--- src/sv/rgbgd_pkg.sv ---
package rgbgd_pkg;

  localparam int DIM_W = 12;
  localparam int COL_W = 11;
  localparam logic [DIM_W-1:0] MAX_DIM = 12'd2048;
  localparam int DIV_STEPS = DIM_W;
  localparam int DIV_CNT_W = $clog2(DIV_STEPS + 1);

  localparam logic [DIM_W-1:0] RST_SRC_W = 12'd320;
  localparam logic [DIM_W-1:0] RST_SRC_H = 12'd240;
  localparam logic [DIM_W-1:0] RST_DST_W = 12'd96;
  localparam logic [DIM_W-1:0] RST_DST_H = 12'd96;

  typedef enum logic [1:0] {
    CFG_SRC_W = 2'd0,
    CFG_SRC_H = 2'd1,
    CFG_DST_W = 2'd2,
    CFG_DST_H = 2'd3
  } cfg_reg_t;

  localparam logic [15:0] FULL_SCALE = 16'd255;
  localparam logic [15:0] RED_WEIGHT = 16'd30;
  localparam logic [15:0] GREEN_WEIGHT = 16'd59;
  localparam logic [15:0] BLUE_WEIGHT = 16'd11;

  // floor(x / 31) == (x * 8457) >> 18 for every x up to 7905, and
  // floor(x / 63) == (x * 16645) >> 20 for every x up to 16065.
  localparam int EXP_W = 30;
  localparam logic [14:0] RECIP_31 = 15'd8457;
  localparam int SHIFT_31 = 18;
  localparam logic [14:0] RECIP_63 = 15'd16645;
  localparam int SHIFT_63 = 20;

  // floor(s / 100) == (s * 5243) >> 19 for every s up to 25500.
  localparam int SUM_W = 15;
  localparam int RECIP_W = 13;
  localparam logic [RECIP_W-1:0] RECIP_100 = 13'd5243;
  localparam int RECIP_SHIFT = 19;

  function automatic logic [SUM_W-1:0] red_term(input logic [4:0] r);
    logic [15:0]      x;
    logic [EXP_W-1:0] p;
    logic [15:0]      e;
    x = 16'(r) * FULL_SCALE;
    p = EXP_W'(x) * EXP_W'(RECIP_31);
    e = 16'(p[SHIFT_31+7:SHIFT_31]);
    return SUM_W'(e * RED_WEIGHT);
  endfunction

  function automatic logic [SUM_W-1:0] green_term(input logic [5:0] g);
    logic [15:0]      x;
    logic [EXP_W-1:0] p;
    logic [15:0]      e;
    x = 16'(g) * FULL_SCALE;
    p = EXP_W'(x) * EXP_W'(RECIP_63);
    e = 16'(p[SHIFT_63+7:SHIFT_63]);
    return SUM_W'(e * GREEN_WEIGHT);
  endfunction

  function automatic logic [SUM_W-1:0] blue_term(input logic [4:0] b);
    logic [15:0]      x;
    logic [EXP_W-1:0] p;
    logic [15:0]      e;
    x = 16'(b) * FULL_SCALE;
    p = EXP_W'(x) * EXP_W'(RECIP_31);
    e = 16'(p[SHIFT_31+7:SHIFT_31]);
    return SUM_W'(e * BLUE_WEIGHT);
  endfunction

  function automatic logic [DIM_W-1:0] eff_src(input logic [DIM_W-1:0] v);
    logic [DIM_W-1:0] res;
    res = v;
    if (v == '0) res = DIM_W'(1);
    else if (v > MAX_DIM) res = MAX_DIM;
    return res;
  endfunction

  function automatic logic [DIM_W-1:0] eff_dst(input logic [DIM_W-1:0] v,
                                               input logic [DIM_W-1:0] src);
    logic [DIM_W-1:0] res;
    res = v;
    if (v == '0) res = DIM_W'(1);
    else if (v > src) res = src;
    return res;
  endfunction

endpackage

--- src/sv/rgbgd_div.sv ---
module rgbgd_div (
  input  logic                          clk,
  input  logic                          rst,
  input  logic                          start,
  input  logic [rgbgd_pkg::DIM_W-1:0]   dividend,
  input  logic [rgbgd_pkg::DIM_W-1:0]   divisor,
  output logic [rgbgd_pkg::DIM_W-1:0]   quotient,
  output logic [rgbgd_pkg::DIM_W-1:0]   remainder,
  output logic                          busy
);
  import rgbgd_pkg::*;

  logic [DIV_CNT_W-1:0] count;
  logic [DIM_W-1:0]     quot;
  logic [DIM_W-1:0]     rem;
  logic [DIM_W:0]       shifted;
  logic [DIM_W:0]       diff;

  assign shifted = {rem, quot[DIM_W-1]};
  assign diff = shifted - {1'b0, divisor};

  always_ff @(posedge clk) begin
    if (rst) begin
      count <= '0;
    end else if (start) begin
      count <= DIV_CNT_W'(DIV_STEPS);
    end else if (count != '0) begin
      count <= count - 1'b1;
    end
  end

  always_ff @(posedge clk) begin
    if (start) begin
      quot <= dividend;
      rem  <= '0;
    end else if (count != '0) begin
      if (!diff[DIM_W]) begin
        rem  <= diff[DIM_W-1:0];
        quot <= {quot[DIM_W-2:0], 1'b1};
      end else begin
        rem  <= shifted[DIM_W-1:0];
        quot <= {quot[DIM_W-2:0], 1'b0};
      end
    end
  end

  assign quotient  = quot;
  assign remainder = rem;
  assign busy      = count != '0;

endmodule

--- src/sv/rgb565_gray_nearest_downscaler_top.sv ---
// Channel   Direction  Handshake          Payload
// in        sink       in_valid/in_ready  rgb_pixel[15:0]
// out       source     out_valid/out_ready gray_value[7:0], frame_end
// cfg       sink       cfg_write          cfg_index[1:0], cfg_data[11:0]
//
// While in_ready is high one request is taken per cycle, and kept pixels go through s1.
// Pixels that are not kept produce no result and are absorbed in the cycle they arrive.
// After reset and after every register write, the step quotients are recomputed by a
// shift-subtract divider: a load and then 12 steps, with in_ready low until they finish.
// A stalled output holds its result; the input register still takes requests until it
// holds a kept pixel, and then in_ready stays low until the output is taken.
module rgb565_gray_nearest_downscaler_top (
  input  logic        clk,
  input  logic        rst,
  input  logic        in_valid,
  output logic        in_ready,
  input  logic [15:0] rgb_pixel,
  output logic        out_valid,
  input  logic        out_ready,
  output logic [7:0]  gray_value,
  output logic        frame_end,
  input  logic        cfg_write,
  input  logic [1:0]  cfg_index,
  input  logic [11:0] cfg_data
);
  import rgbgd_pkg::*;

  logic [DIM_W-1:0] source_width;
  logic [DIM_W-1:0] source_height;
  logic [DIM_W-1:0] target_width;
  logic [DIM_W-1:0] target_height;

  logic [DIM_W-1:0] sw_e, sh_e, tw_e, th_e;
  logic [DIM_W-1:0] q_w, r_w, q_h, r_h;
  logic             busy_w, busy_h, div_load, busy;

  logic [COL_W-1:0] src_col, src_col_next;
  logic [COL_W-1:0] src_row, src_row_next;
  logic [DIM_W-1:0] dst_col, dst_col_next;
  logic [DIM_W-1:0] dst_row, dst_row_next;
  logic [DIM_W-1:0] next_keep_col, next_keep_col_next;
  logic [DIM_W-1:0] col_remainder, col_remainder_next;
  logic [DIM_W-1:0] next_keep_row, next_keep_row_next;
  logic [DIM_W-1:0] row_remainder, row_remainder_next;

  logic             in_fire, keep_row, keep, last, col_end, row_end;
  logic [DIM_W:0]   col_m, row_m;

  logic             s1_valid, s1_adv, s1_last;
  logic [15:0]      s1_pixel;
  logic [SUM_W-1:0] sum;
  logic [SUM_W+RECIP_W-1:0] prod;

  always_ff @(posedge clk) begin
    if (rst) begin
      source_width  <= RST_SRC_W;
      source_height <= RST_SRC_H;
      target_width  <= RST_DST_W;
      target_height <= RST_DST_H;
      div_load      <= 1'b1;
    end else begin
      div_load <= cfg_write;
      if (cfg_write) begin
        case (cfg_reg_t'(cfg_index))
          CFG_SRC_W: source_width  <= cfg_data;
          CFG_SRC_H: source_height <= cfg_data;
          CFG_DST_W: target_width  <= cfg_data;
          CFG_DST_H: target_height <= cfg_data;
          default: ;
        endcase
      end
    end
  end

  assign sw_e = eff_src(source_width);
  assign sh_e = eff_src(source_height);
  assign tw_e = eff_dst(target_width, sw_e);
  assign th_e = eff_dst(target_height, sh_e);

  rgbgd_div u_div_w (
    .clk(clk), .rst(rst), .start(div_load), .dividend(sw_e), .divisor(tw_e),
    .quotient(q_w), .remainder(r_w), .busy(busy_w)
  );

  rgbgd_div u_div_h (
    .clk(clk), .rst(rst), .start(div_load), .dividend(sh_e), .divisor(th_e),
    .quotient(q_h), .remainder(r_h), .busy(busy_h)
  );

  assign busy     = div_load || busy_w || busy_h;
  assign s1_adv   = s1_valid && (!out_valid || out_ready);
  assign in_ready = !busy && !cfg_write && (!s1_valid || s1_adv);
  assign in_fire  = in_valid && in_ready;

  assign keep_row = (dst_row < th_e) && ({1'b0, src_row} == next_keep_row);
  assign keep     = keep_row && (dst_col < tw_e) && ({1'b0, src_col} == next_keep_col);
  assign last     = (dst_row == th_e - 1'b1) && (dst_col == tw_e - 1'b1);
  assign col_end  = {1'b0, src_col} >= sw_e - 1'b1;
  assign row_end  = {1'b0, src_row} >= sh_e - 1'b1;
  assign col_m    = {1'b0, col_remainder} + {1'b0, r_w};
  assign row_m    = {1'b0, row_remainder} + {1'b0, r_h};

  always_comb begin
    src_col_next       = src_col;
    src_row_next       = src_row;
    dst_col_next       = dst_col;
    dst_row_next       = dst_row;
    next_keep_col_next = next_keep_col;
    col_remainder_next = col_remainder;
    next_keep_row_next = next_keep_row;
    row_remainder_next = row_remainder;
    if (keep) begin
      dst_col_next = dst_col + 1'b1;
      if (col_m >= {1'b0, tw_e}) begin
        col_remainder_next = DIM_W'(col_m - {1'b0, tw_e});
        next_keep_col_next = next_keep_col + q_w + 1'b1;
      end else begin
        col_remainder_next = col_m[DIM_W-1:0];
        next_keep_col_next = next_keep_col + q_w;
      end
    end
    if (col_end) begin
      src_col_next       = '0;
      dst_col_next       = '0;
      next_keep_col_next = '0;
      col_remainder_next = '0;
      if (keep_row) begin
        dst_row_next = dst_row + 1'b1;
        if (row_m >= {1'b0, th_e}) begin
          row_remainder_next = DIM_W'(row_m - {1'b0, th_e});
          next_keep_row_next = next_keep_row + q_h + 1'b1;
        end else begin
          row_remainder_next = row_m[DIM_W-1:0];
          next_keep_row_next = next_keep_row + q_h;
        end
      end
      if (row_end) begin
        src_row_next       = '0;
        dst_row_next       = '0;
        next_keep_row_next = '0;
        row_remainder_next = '0;
      end else begin
        src_row_next = src_row + 1'b1;
      end
    end else begin
      src_col_next = src_col + 1'b1;
    end
  end

  always_ff @(posedge clk) begin
    if (rst) begin
      src_col       <= '0;
      src_row       <= '0;
      dst_col       <= '0;
      dst_row       <= '0;
      next_keep_col <= '0;
      col_remainder <= '0;
      next_keep_row <= '0;
      row_remainder <= '0;
    end else if (in_fire) begin
      src_col       <= src_col_next;
      src_row       <= src_row_next;
      dst_col       <= dst_col_next;
      dst_row       <= dst_row_next;
      next_keep_col <= next_keep_col_next;
      col_remainder <= col_remainder_next;
      next_keep_row <= next_keep_row_next;
      row_remainder <= row_remainder_next;
    end
  end

  always_ff @(posedge clk) begin
    if (rst) begin
      s1_valid <= 1'b0;
    end else if (in_fire) begin
      s1_valid <= keep;
    end else if (s1_adv) begin
      s1_valid <= 1'b0;
    end
  end

  always_ff @(posedge clk) begin
    if (in_fire && keep) begin
      s1_pixel <= rgb_pixel;
      s1_last  <= last;
    end
  end

  assign sum  = red_term(s1_pixel[15:11]) + green_term(s1_pixel[10:5])
              + blue_term(s1_pixel[4:0]);
  assign prod = (SUM_W+RECIP_W)'(sum) * (SUM_W+RECIP_W)'(RECIP_100);

  always_ff @(posedge clk) begin
    if (rst) begin
      out_valid <= 1'b0;
    end else if (s1_adv) begin
      out_valid <= 1'b1;
    end else if (out_ready) begin
      out_valid <= 1'b0;
    end
  end

  always_ff @(posedge clk) begin
    if (s1_adv) begin
      gray_value <= prod[RECIP_SHIFT+7:RECIP_SHIFT];
      frame_end  <= s1_last;
    end
  end

`ifndef SYNTHESIS
  a_busy_blocks_input: assert property (@(posedge clk) disable iff (rst)
    busy |-> !in_ready)
    else $error("request accepted while step quotients are being computed");

  a_div_width: assert property (@(posedge clk) disable iff (rst)
    !busy |-> (24'(q_w) * 24'(tw_e) + 24'(r_w) == 24'(sw_e)))
    else $error("column step quotient does not match the configured sizes");

  a_div_height: assert property (@(posedge clk) disable iff (rst)
    !busy |-> (24'(q_h) * 24'(th_e) + 24'(r_h) == 24'(sh_e)))
    else $error("row step quotient does not match the configured sizes");

  a_stage_hold: assert property (@(posedge clk) disable iff (rst)
    s1_valid && !s1_adv |=> s1_valid && $stable(s1_pixel))
    else $error("input register lost a kept pixel under output stall");

  a_col_wrap: assert property (@(posedge clk) disable iff (rst)
    in_fire && col_end |=> src_col == '0 && dst_col == '0)
    else $error("column counters did not wrap at the end of a source row");
`endif

endmodule

--- config.mk ---
export PLATFORM = sky130hd
export DESIGN_NAME = rgb565_gray_nearest_downscaler_top
export DESIGN_NICKNAME = d
export VERILOG_FILES = /design/src/sv/rgbgd_pkg.sv /design/src/sv/rgbgd_div.sv /design/src/sv/rgb565_gray_nearest_downscaler_top.sv
export SDC_FILE = /design/constraint.sdc
export NUM_CORES = 1
export LEC_CHECK = 0
export ABC_AREA = 1
export BUFFER_PORTS_ARGS = -buffer_cell sky130_fd_sc_hd__buf_2
export CAP_MARGIN = 20
export CORE_ASPECT_RATIO = 1.1
export CORE_UTILIZATION = 60
export CTS_CLUSTER_DIAMETER = 80
export DETAILED_ROUTE_END_ITERATION = 10
export PLACE_DENSITY = 0.76
export SLEW_MARGIN = 30
export SYNTH_ARGS = -nofsm -noshare
export SYNTH_HDL_FRONTEND = slang
export SYNTH_HIERARCHICAL = 1
export SYNTH_SLANG_ARGS = --single-unit
export TNS_END_PERCENT = 50
--- constraint.sdc ---
create_clock -name clk -period 17.4 [get_ports clk]
set_input_delay 2.61 -clock clk [delete_from_list [all_inputs] [get_ports clk]]
set_output_delay 2.61 -clock clk [all_outputs]
set_load 0.02 [all_outputs]
==> results of run 1 <==
[stage by stage]
stage	cells	util	area (um^2)	setup slack, ns
after global routing	5123	0.644	34600	0.0188
after global placement	5071	0.625	33500	1.24
after CTS	5123	0.643	34500	0.883
final	5123	0.644	34600	1.14
after floorplan	4348	-	32600	1.98
after detailed placement	5071	0.625	33500	0.906
[final timing paths]
path,startpoint,endpoint,cells past startpoint
setup / recovery,s1_pixel[9],gray_value[2],68
hold / removal,s1_last,frame_end,0
setup reg to reg,s1_pixel[9],gray_value[2],68
hold reg to reg,s1_last,frame_end,0
[area by class of cell]
cell class,count,area share
clock inverter,11,0.00264
inverter,892,0.0969
sequential,227,0.146
timing repair buffer,53,0.00825
clock buffer,41,0.0259
multi-input combinational,3171,0.694
tap,728,0.0264
[flip-flops by register name (all words and copies together), names as in the netlist, 8 cells and up]
signal,cells
s1_pixel,16
row_remainder,12
u_div_h/remainder,12
u_div_w/remainder,12
gray_value,8
source_width,12
dst_col,12
col_remainder,12
u_div_w/quotient,12
u_div_h/quotient,12
src_col,11
target_height,12
next_keep_col,12
dst_row,12
target_width,12
src_row,11
next_keep_row,12
source_height,12
[worst max-delay path, delay by kind of cell, from the launching register on]
family	cells	cell delay, ns
fa+ha+maj	23	10.01
xor+xnor	4	0.91
flops	1	0.49
simple gates	17	1.67
compound gates	12	2.04
buf+inv	12	0.86
[cell families after synthesis]
family          synth area share
xor+xnor                  0.0584
buf+inv                    0.112
simple gates               0.215
fa+ha+maj                  0.345
flops                      0.155
compound gates             0.114
[cell usage after synthesis, types with 18 or more instances]
library cell and instances:
nand4_1 56, a21o_1 23, nand3_1 217, inv_1 873, xnor2_1 64, nand2_2 31, nand2_4 18, fa_1 190
o211ai_1 28, o21ai_0 180, o21bai_1 30, clkbuf_1 31, ha_1 597, dfxtp_1 177, nand2_1 790, nand3_2 20
xor2_1 148, a21oi_1 312, edfxtp_1 50, nor3_1 54, nor2_1 240
[routing by layer]
layer  vias up  global-route usage  part of all wire
met2       515               0.496              0.50
met3       135              0.0252             0.039
met1     12700               0.328              0.43
met5         -                   0                 0
li1      14100                   -                 -
met4         0              0.0856             0.031
==> metrics.csv, run 1 <==
stage;metric;value;unit
outcome;outcome;completed;
place;gpl congestion;0.916;
clock_network;cts hold-fix bufs;0;
setup_path;CP max-delay cell;fa_1;
logic_synthesis;part of the Yosys area used for sequential elements;0.155;
clock_network;H-Tree Depth;1;
global_routing;initial antenna violation count;0;
global_routing;first-pass GRT wire length;123;mm
detailed_routing;starting DRC count in detailed routing;1311;
timing;minimum clock period;16.26;ns
setup_path;Worst EP arrival;16.58;ns
floorplan;row count;89;
logic_synthesis;Yosys top cell by area;ha_1;
global_routing;Tot GR Track Use;0.269;
detailed_routing;Avg WL per Cell;14.4;um
timing;Max-slew headroom;0.357;
timing;fin crit share;0.935;
cells_and_area;fillers;4879;
setup_path;Startpoint Class;register;
logic_synthesis;Synth area leaders;ha_1 (23%), fa_1 (12%), dfxtp_1 (11%), inv_1 (10%), nand2_1 (9.1%);
detailed_routing;DR vias;27400;
cells_and_area;final antenna diode count;0;
clock_network;Root Buffer;clkbuf_16;
setup_path;Reg2Reg Setup Slack;1.14;ns
floorplan;Die Wd;224;um
clock_network;CTS tree;built;
timing;RSZ-0062 raised after global routing;false;
logic_synthesis;ys async rst share;0;
job;Max Cap Viol;0;
logic_synthesis;synthesized instance count;4348;
timing;hold_ws;0.421;ns
detailed_routing;drt total wl;73.8;mm
cells_and_area;final net count;5195;
timing;worst clock skew;0.0155;ns
cells_and_area;register area;5040;um^2
detailed_routing;DR pass1 iterations;7;
cells_and_area;Layout Area Growth over Synthesis;5.89;%
setup_path;worst path required time;17.72;ns
logic_synthesis;#FFs+latches synth;227;
clock_network;Max Root-Sink Buffers;3;
timing;Setup TNS Final;0;ns
timing;final-report hold violation count;0;
logic_synthesis;Synth Flop Type;dfxtp_1;
clock_network;Post-CTS Setup Inserts;0;
global_routing;vias in the first global route;26400;
setup_path;CP endpoint kind;register;
cells_and_area;Multi-input gate area;24000;um^2
logic_synthesis;number of flops mapped to enable cells by yosys;50;
clock_network;clk slew on worst S/H paths;0.06;ns
place;hpwl dp;61.1;mm
timing;Max Slew Vio Count;0;
floorplan;Die Span Y;247;um
clock_network;Post-CTS Resized;0;
logic_synthesis;Mapped Area;32600;um^2
cells_and_area;share of cells above drive strength 1;0.0626;
place;count of input and output buffers;45;
setup_path;crit-path most repeated cell;fa_1;
detailed_routing;DRC;0;
global_routing;remaining global-route overflow;0;
logic_synthesis;number of distinct library cells after synthesis;70;
timing;final setup fails;0;
logic_synthesis;syn_nets;5170;
setup_path;kind of critical path;reg2reg;
timing;fmax;0.0615;GHz
setup_path;CP Max Fanout;5;
cells_and_area;most frequent cells in the layout;inv_1 (873), nand2_1 (789), ha_1 (597), a21oi_1 (312), nor2_1 (239);
logic_synthesis;Synth top area share;0.229;
timing;Least-Margin Pin Slew;0.962;ns
clock_network;Clock Latency Late Sink;0.57;ns
detailed_routing;antenna viol nets, final;0;
floorplan;initial core utilization;0.608;
logic_synthesis;syn_area_per_cell;7.51;um^2
cells_and_area;commonest non-fill, non-tap cell in the layout;inv_1;
global_routing;largest net degree at the start of global routing;64;
floorplan;die area;55300;um^2
clock_network;Clock Sinks;227;
floorplan;total I/O pin count;46;
floorplan;Placeable Area;53700;um^2
setup_path;CP max stage delay;0.69;ns
min_path;HP Class;reg2reg;
logic_synthesis;Yosys warnings;6;
clock_network;CTS Buf Count;28;
detailed_routing;DR vias/cell;5.36;
Power of run 1 is not shown: default switching activity piles up to over one toggle a cycle in this logic, so the estimate is an artifact.
==> run 2, diff against run 1 <==
--- a/config.mk
+++ b/config.mk
@@ -13,6 +13,7 @@
 export CTS_CLUSTER_DIAMETER = 80
 export DETAILED_ROUTE_END_ITERATION = 10
 export PLACE_DENSITY = 0.76
+export REMOVE_ABC_BUFFERS = 1
 export SLEW_MARGIN = 30
 export SYNTH_ARGS = -nofsm -noshare
 export SYNTH_HDL_FRONTEND = slang
==> run 2 against run 1 <==
Against the previous run:
- routed wire length rose by 1.2%
- utilization down 0.12 points
- clock-buffer cell count unchanged
- global-route usage decreased by 0.16 points
- register-to-register slack worse by 0.03 ns
- die area is the same
==> metrics.csv, run 2 (synthesis results as in run 1) <==
stage;metric;value;unit;change
clock_network;Post-CTS Resized;0;;unchanged
setup_path;CP max stage delay;0.67;ns;-0.02 ns
floorplan;row count;89;;unchanged
cells_and_area;share of cells above drive strength 1;0.0619;;-0.000640
setup_path;capturing point of the worst reg2reg path;gray_value[2];;
setup_path;worst path required time;17.72;ns;about the same
clock_network;Post-CTS Setup Inserts;0;;unchanged
timing;fmax;0.0614;GHz;-0.20%
timing;minimum clock period;16.30;ns;+0.0331 ns
clock_network;Root Buffer;clkbuf_16;;
timing;fin crit share;0.937;;+0.00190
setup_path;CP max-delay cell;fa_1;;
setup_path;crit path buf inv count;13;;+1
clock_network;H-Tree Depth;1;;unchanged
floorplan;Die Wd;224;um;unchanged
detailed_routing;DR vias;27500;;+0.073%
setup_path;worst r2r src;s1_pixel[9];;
clock_network;Clock Sinks;227;;unchanged
floorplan;Placeable Area;53700;um^2;unchanged
setup_path;Startpoint Class;register;;
timing;final-report hold violation count;0;;unchanged
cells_and_area;Layout Area Growth over Synthesis;5.69;%;
clock_network;CTS Buf Count;28;;unchanged
cells_and_area;commonest non-fill, non-tap cell in the layout;inv_1;;
clock_network;Clock Latency Late Sink;0.58;ns;about the same
setup_path;Reg2Reg Setup Slack;1.10;ns;-0.03 ns
floorplan;total I/O pin count;46;;unchanged
cells_and_area;max FFs per register;16;;unchanged
timing;Least-Margin Pin Slew;1.01;ns;+0.0437 ns
floorplan;Die Span Y;247;um;unchanged
global_routing;remaining global-route overflow;0;;unchanged
clock_network;clk slew on worst S/H paths;0.06;ns;about the same
place;hpwl dp;61.8;mm;+1.2%
detailed_routing;Avg WL per Cell;14.6;um;+1.2%
job;Max Cap Viol;0;;unchanged
place;gpl congestion;0.921;;+0.50%
clock_network;Max Root-Sink Buffers;3;;unchanged
min_path;WHS Endpoint;u_div_h/count[0];;
cells_and_area;fillers;4921;;+0.86%
detailed_routing;DRC;0;;unchanged
setup_path;Reg2Reg Depth;70;;+2.9%
floorplan;initial core utilization;0.608;;unchanged
cells_and_area;most flop-heavy register;s1_pixel;;
global_routing;largest net degree at the start of global routing;64;;unchanged
place;count of input and output buffers;45;;unchanged
detailed_routing;DR pass1 iterations;7;;unchanged
detailed_routing;DR vias/cell;5.36;;about the same
floorplan;die area;55300;um^2;unchanged
timing;Max Slew Vio Count;0;;unchanged
detailed_routing;starting DRC count in detailed routing;1285;;-2.0%
timing;Max-slew headroom;0.328;;-0.0292
global_routing;initial antenna violation count;2;;+2
detailed_routing;antenna viol nets, final;0;;unchanged
detailed_routing;drt total wl;74.7;mm;+1.2%
setup_path;CP Max Fanout;5;;unchanged
global_routing;vias in the first global route;26300;;-0.52%
cells_and_area;most frequent cells in the layout;inv_1 (873), nand2_1 (788), ha_1 (597), a21oi_1 (312), nor2_1 (239);;
min_path;hold path start;u_div_h/count[0];;
global_routing;first-pass GRT wire length;123;mm;-0.75%
timing;worst clock skew;0.0346;ns;+0.0190 ns
cells_and_area;final net count;5193;;-0.038%
setup_path;family with the most delay on the worst path;adder cells;;
global_routing;Tot GR Track Use;0.268;;-0.00161
clock_network;CTS tree;built;;
setup_path;Worst EP arrival;16.62;ns;+0.04 ns
min_path;Hold Path Cell Cnt;1;;+1
setup_path;CP endpoint kind;register;;
clock_network;cts hold-fix bufs;0;;unchanged
setup_path;kind of critical path;reg2reg;;
outcome;outcome;completed;;
min_path;HP Class;reg2reg;;
timing;final setup fails;0;;unchanged
timing;hold_ws;0.451;ns;+0.0299 ns
[run 2: cell type report]
cell class / instances / area [um^2] / area share
Multi-Input combinational cell: 3171 / 24000 / 0.695
Sequential cell: 227 / 5040 / 0.146
Inverter: 892 / 3350 / 0.0971
Tap cell: 728 / 911 / 0.0264
Clock buffer: 41 / 862 / 0.0250
Timing Repair Buffer: 51 / 270 / 0.00783
Clock inverter: 10 / 71.3 / 0.00207
Antenna cell: 3 / 7.51 / 0.000218
[run 2: through the flow]
step                instances   util   TNS (ns)  setup slack (ns)  cell area, um^2
finish                   5123  0.643          0              1.10            34500
global route             5122  0.643  -0.000375         -0.000375            34500
CTS                      5120  0.642          0             0.869            34500
detailed placement       5069  0.625          0             0.889            33500
global placement         5069  0.624          0              1.23            33500
floorplan                4290      -          0              1.98            32300
[run 2: worst register-to-register path, delay by kind of cell, from the launching register on]
| kind | cells | cell delay [ns] |
|---|---|---|
| simple gates | 17 | 1.61 |
| fa+ha+maj | 23 | 9.82 |
| flops | 1 | 0.48 |
| buf+inv | 13 | 0.92 |
| xor+xnor | 5 | 1.10 |
| compound gates | 12 | 2.12 |
[run 2: worst max-delay path by stage]
stage	from	end	slack (ns)	cells after the start
6_report	s1_pixel[9]	gray_value[2]	1.10	70
5_1_grt	s1_pixel[8]	gray_value[2]	-0.0004	70
4_1_cts	s1_pixel[9]	gray_value[2]	0.87	66
3_5_place_dp	s1_pixel[9]	gray_value[2]	0.89	66
3_3_place_gp	s1_pixel[9]	gray_value[2]	1.23	66
2_1_floorplan	s1_pixel[9]	gray_value[2]	1.98	69
[run 2: routing by layer]
metal  vias to the layer above  wire, um  GRT usage
met3                       128      2820     0.0254
met2                       487     37600      0.496
li1                      14100         -          -
met1                     12700     32100      0.323
met5                         -         0          0
met4                         0      2180     0.0842
Power of run 2 is left out for the same reason.
